===== config.mk =====
export PLATFORM = sky130hd
export DESIGN_NAME = cpd_sqrt
export DESIGN_NICKNAME = d
export VERILOG_FILES = /design/src/sv/cpd_pkg.sv /design/src/sv/cpd_sqrt.sv
export SDC_FILE = /design/constraint.sdc
export NUM_CORES = 1
export LEC_CHECK = 0
export ABC_AREA = 0
export BUFFER_PORTS_ARGS = -buffer_cell sky130_fd_sc_hd__buf_2
export CORE_MARGIN = 4
export CORE_UTILIZATION = 40
export CTS_CLUSTER_SIZE = 24
export DETAILED_ROUTE_END_ITERATION = 10
export HOLD_SLACK_MARGIN = 0.02
export SETUP_SLACK_MARGIN = 0.02
export SLEW_MARGIN = 20
export SYNTH_ARGS = -nofsm -noshare
export SYNTH_HDL_FRONTEND = slang
export SYNTH_SLANG_ARGS = --single-unit

===== constraint.sdc =====
create_clock -name clk_i -period 3.1 [get_ports clk_i]
set_input_delay 0.62 -clock clk_i [delete_from_list [all_inputs] [get_ports clk_i]]
set_output_delay 0.62 -clock clk_i [all_outputs]
set_load 0.01 [all_outputs]

===== src/sv/cpd_pkg.sv =====
// Shared constants and types for the closest pair distance unit.
// No dependencies; every other file of the block imports this package.
`default_nettype none

package cpd_pkg;

  // Store depth and coordinate width
  localparam int unsigned MAX_POINTS = 1024;
  localparam int unsigned COORD_BITS = 16;

  // Derived widths
  localparam int unsigned ADDR_W    = $clog2(MAX_POINTS);
  localparam int unsigned CNT_W     = $clog2(MAX_POINTS + 1);
  localparam int unsigned ENTRY_W   = 2 * COORD_BITS;
  localparam int unsigned SQR_W     = 2 * COORD_BITS;
  localparam int unsigned SQ_W      = 2 * COORD_BITS + 1;
  localparam int unsigned BEST_W    = 2 * COORD_BITS + 2;
  localparam int unsigned FRAC_BITS = 8;
  localparam int unsigned Q8_W      = COORD_BITS + FRAC_BITS + 1;
  localparam int unsigned RAD_W     = 2 * Q8_W;
  localparam int unsigned REM_W     = Q8_W + 1;
  localparam int unsigned SQRT_STEPS = Q8_W;
  localparam int unsigned STEP_W    = $clog2(SQRT_STEPS + 1);

  // Control from the sequencer to the scan engine
  typedef struct packed {
    logic              start;
    logic              clear;
    logic [ADDR_W-1:0] len;
  } scan_ctrl_t;

  // Status from the scan engine
  typedef struct packed {
    logic busy;
  } scan_stat_t;

endpackage : cpd_pkg

`default_nettype wire


===== src/sv/cpd_sqrt.sv =====
// Restoring square root, one result bit per cycle, 8 fraction bits.
// Depends on cpd_pkg.
`default_nettype none

module cpd_sqrt (
  input  wire logic                       clk_i,
  input  wire logic                       rst_ni,
  input  wire logic                       start_i,
  input  wire logic [cpd_pkg::SQ_W-1:0]   value_i,
  output logic                            busy_o,
  output logic [cpd_pkg::Q8_W-1:0]        root_o
);
  import cpd_pkg::*;

  logic [RAD_W-1:0]  rad_q;
  logic [REM_W-1:0]  rem_q;
  logic [Q8_W-1:0]   root_q;
  logic [STEP_W-1:0] step_q;

  logic [REM_W+1:0]  rem_sh;
  logic [REM_W+1:0]  trial;
  logic              fits;

  // One digit pair per step
  always_comb begin
    rem_sh = {rem_q, rad_q[RAD_W-1:RAD_W-2]};
    trial  = {1'b0, root_q, 2'b01};
    fits   = (rem_sh >= trial);
  end

  always_ff @(posedge clk_i) begin
    if (start_i) begin
      rad_q  <= {{(RAD_W-SQ_W-2*FRAC_BITS){1'b0}}, value_i, {(2*FRAC_BITS){1'b0}}};
      rem_q  <= '0;
      root_q <= '0;
    end else if (step_q != '0) begin
      rad_q  <= {rad_q[RAD_W-3:0], 2'b00};
      rem_q  <= fits ? REM_W'(rem_sh - trial) : REM_W'(rem_sh);
      root_q <= {root_q[Q8_W-2:0], fits};
    end
  end

  // Step counter
  always_ff @(posedge clk_i or negedge rst_ni) begin
    if (!rst_ni) begin
      step_q <= '0;
    end else if (start_i) begin
      step_q <= STEP_W'(SQRT_STEPS);
    end else if (step_q != '0) begin
      step_q <= step_q - 1'b1;
    end
  end

  assign busy_o = (step_q != '0);
  assign root_o = root_q;

  // Checks
  a_no_restart: assert property (@(posedge clk_i) disable iff (!rst_ni)
    start_i |-> step_q == '0)
    else $error("square root restarted while busy");
  a_root_stable_idle: assert property (@(posedge clk_i) disable iff (!rst_ni)
    step_q == '0 && !start_i |=> $stable(root_q))
    else $error("root changed while idle");
  a_rem_bound: assert property (@(posedge clk_i) disable iff (!rst_ni)
    step_q != '0 |-> {1'b0, rem_q} <= {root_q, 1'b0})
    else $error("square root remainder out of range");

endmodule : cpd_sqrt

`default_nettype wire


* After elaboration in Yosys (flattened, before gate mapping)
Index checks and enable logic that the tools add are counted.
** Word-level totals
- Flip-flop bits (word level) :: 90
- Output and inout port bits :: 26
** Cells by class
- Add/sub/neg operators :: 2
- Multiplexer cells :: 5
- Order comparisons :: 1
- Reduce and logical (&&, ||, !) cells :: 2
** Operators by type and width (number)
- $mux W49 :: 2
- $ge A28 B27 Y1 :: 1
- $mux W26 :: 1
- $sub A26 B26 Y26 :: 1
- $mux W5 :: 2
- $reduce_bool A5 Y1 :: 1
- $sub A5 B1 Y5 const B :: 1
- $reduce_bool A2 Y1 :: 1

* Logic depth before layout (Yosys ltp)
- Depth in word-level cells :: 3
- Gate-level depth with buffers :: 13
- Depth with buffers taken out :: 11

* Worst setup path before layout
No wires, ideal clock.
- Path kind :: flip-flop to flip-flop
- From :: reg root_q[0] (netlist: root_o[0])
- To :: reg rem_q[4]
- Data required time :: 2.983 ns
- Cell stages (with the launch flop) :: 12
- Setup time :: 0.117 ns
- Arrival time :: 2.551 ns
- Path slack :: 0.433 ns
- Clock period less this slack :: 2.667 ns
- Cells stage by stage :: dfxtp_1 -> inv_1 -> ha_1 -> nor2b_1 -> o31ai_1 -> a21oi_1 -> a41o_1 -> o2111ai_1 -> and3_1 -> buf_6 -> mux2_2 -> a22o_1
** On the way
- Longest elaborated chain between the ends :: 2
** Ends and longest elaborated chain
- from (decl) :: line cpd_sqrt.sv:17 : logic [Q8_W-1:0] root_q;
- from (signal assigned) :: line cpd_sqrt.sv:39 : root_q <= {root_q[Q8_W-2:0], fits};
- $sub A26 B26 Y26 / $ge A28 B27 Y1 (equally long branches) :: line cpd_sqrt.sv:38, cpd_sqrt.sv:28
- $mux W26 (*) :: line cpd_sqrt.sv:38 : rem_q <= fits ? REM_W'(rem_sh - trial) : REM_W'(rem_sh);
- to (signal assigned) :: line cpd_sqrt.sv:38
- to (decl) :: line cpd_sqrt.sv:16 : logic [REM_W-1:0] rem_q;
Every way passes the cells marked *; elsewhere a longest branch is shown, timed or not.
A chain may end at the register's enable or synchronous reset.

* Final worst setup path
- From :: reg root_q[3] (netlist: root_o[3])
- To :: reg rem_q[8]
The elaborated chain is that of the path after synthesis.

==> reports/metrics.cfg <==
[run_status]
status = finished clean

[clocking]
cts_tree = yes
cts_root_buf = clkbuf_16
cts.reportedPaths.clkPinSlew_ns = 0.07
clock_latency_ns = 0.34
cts_buffers = 9
h-tree-depth = 3
cts.sink_count = 90
cts_buffer_depth = 2
post-cts-setup-buffer-count = 0

[worst_setup_path]
r2r_cells = 11
crit_type = flop to flop
cp-end-kind = flop
start_kind = flop
crit_fanout = 25
critPathMaxStageDelay_ns = 0.38
critPathArrivalTime_ns = 3.12
required_ns = 3.33
crit_slowest_cell = dfxtp_1
crit_chain = inv_1 > ha_1 > a2111o_1 > o21ai_1 > a21oi_2 > a41o_1 > o2111ai_1 > and3_4 > buf_12 > mux2_2 > a22o_1

[global_routing]
grt_usage_pct = 15.81
overflow = 0
grt_max_degree = 50
grt_pass1_wl_um = 18650
grt_antenna_before_repair = 0
grt_pass1_vias = 3957

[yosys]
synth_fa_ha_area_share_pct = 7.227
synth_edf_count = 33
yosysTopAreaCell = dfxtp_1
synth_ff_type = dfxtp_1
syn_nets = 599
synth_top_family_by_area = compound AO/OA/AOI/OAI gates
ys_async_sr_fraction_pct = 5.556
ys_ff_latch = 90
synth_common_cells = nand2_1, dfxtp_1, a21oi_1
ys_top_cells_by_area = dfxtp_1, edfxtp_1, mux2_2
synth_area_um2 = 5021
synth.most_common_cell = nand2_1
synthMuxAreaShare_pct = 8.996
synth-xor-area-share_pct = 4.186
synth-simple-area-share_pct = 13.11
ys_types = 55
yosysTopAreaCellShare_pct = 20.73
syn_avg_cell_area_um2 = 9.403
synth_compound_area_share_pct = 18.34
syn_inst = 534
synth_warnings = 0
ys_seq_area_share_pct = 42.96

[floorplanning]
die_h_um = 120.0
die_width_um = 120.0
start_util_pct = 41.29
ios = 62
fp-row-count = 40
dieArea_um2 = 14410
coreArea_um2 = 12160

[power_and_ir_drop]
power_density_nw_per_um2 = 934.6
ir_worst_vdd_mv = 0.4110
leakagePower_nw = 2.436
p_total_mw = 5.466

[routing]
drtIter0Drc = 214
wirelength_um = 10990
wire_per_inst_um = 14.38
ant_nets = 0
drt_pass1_iterations = 4
drcViolationCount = 0
vias_per_cell = 5.154
vias = 3938

[finish]
num_antenna_cells = 0
drive_gt1_share_pct = 21.14
n_fill_cell = 1157
stdcell_area_um2 = 5848
areaGrowthSynthToFinish_pct = 16.47
nets = 656

[timing]
final-hold-violation-count = 0
clock.fmax_mhz = 345.9
finalSetupViolCount = 0
fin_crit_sh_pct = 93.27
skew_ns = 0.009222
fin_ws_ns = 0.2087
finalCriticalPeriod_ns = 2.891
slew_viol_final = 0
slew_headroom_pct = 54.64
fin_setup_tns_ns = 0
worst_slew_pin_slew_ns = 0.6779
rsz0062_at_grt = false

[placement]
gp_congestion = 0.8577
dp_hpwl_um = 7710
dpl_cell_area_um2 = 5502
portBuffers = 61
pre_cts_ws_ns = 0.1374

[run]
maxCapViolCount = 0

[worst_hold_path]
min_path_type = input pin to asynchronous set/reset pin

-- per-stage QoR --
step	cells	util, %	hold WS, ns
6_report	764	48.09	0.07640
5_1_grt	764	48.09	0.07183
4_1_cts	764	47.90	0.06923
3_5_place_dp	748	45.24	0.4460
3_3_place_gp	748	45.24	0.4390
2_1_floorplan	534	-	0.3244
-- final timing paths --
path	startpoint	slack [ns]	to
max	root_o[3]$_SDFFE_PP0P_	0.21	rem_q[8]$_SDFFE_PP0P_
min	rst_ni	0.08	step_q[3]$_DFFE_PN0P_
max reg2reg	root_o[3]$_SDFFE_PP0P_	0.21	rem_q[8]$_SDFFE_PP0P_
min reg2reg	root_o[24]$_SDFFE_PP0P_	0.47	root_o[24]$_SDFFE_PP0P_
max in group asynchronous	rst_ni	2.89	step_q[4]$_DFFE_PN0P_
min in group clk_i	root_o[24]$_SDFFE_PP0P_	0.47	root_o[24]$_SDFFE_PP0P_
-- cell families after synthesis --
| kind of cell | Yosys count |
|---|---|
| simple gates | 147 |
| compound gates | 143 |
| flops | 90 |
| buf+inv | 60 |
| mux | 41 |
| fa+ha+maj | 29 |
| xor+xnor | 24 |
-- state kept, by name, summed over array words and instances (netlist names) --
name	flops
step_q	5
rem_q	26
root_o	25
rad_q	34
-- critical path, delay by kind of cell, from the launching register on --
| kind | cells | cell delay, ns |
|---|---|---|
| mux | 1 | 0.34 |
| buf+inv | 2 | 0.24 |
| fa+ha+maj | 1 | 0.36 |
| simple gates | 1 | 0.23 |
| flops | 1 | 0.38 |
| compound gates | 6 | 1.21 |
-- cell type report --
class                   count  area (um^2)  area share (%)
flip-flops and latches     90         2157           36.88
clock buffers              12        246.5           4.215
clock inverters             4        77.57           1.326
well taps                 168        210.2           3.594
inverters                  35        131.4           2.246
multi-input cells         384         2633           45.01
repair buffers             71        392.9           6.718
-- cells in the final DEF, fill, tap and decap left out, drive strengths merged, types with 7 or more instances in the layout --
master,n
clkbuf,12
xor2,17
edfxtp,33
a211oi,18
a21o,14
inv,35
mux2i,8
nand2,66
and3,8
a21oi,51
ha,29
mux2,33
nor2,34
nor3,13
buf,71
dfxtp,52
xnor2,7
o21ai,19
a31oi,7
-- where the power goes --
| group | switching [mW] | internal (mW) | total, mW |
|---|---|---|---|
| Clock | 0.457 | 0.732 | 1.19 |
| Sequential | 0.122 | 1.42 | 1.54 |
| Combinational | 1.43 | 1.30 | 2.73 |
| Total | 2.01 | 3.45 | 5.47 |
-- timing repair --
item                                    in CTS  in global routing
hold endpoints to repair                     0                  0
gates resized for setup                      0                  6
endpoints found under the setup margin       0                 13
hold buffers                                 0                  0
-- layer usage --
metal,up-vias,routed length (um),GRT usage [%]
li1,2022,-,-
met5,-,0,0
met2,58,5139,25.08
met4,0,178,7.301
met3,11,311,2.828
met1,1847,5358,20.94
(Power assumes the default switching activity.)
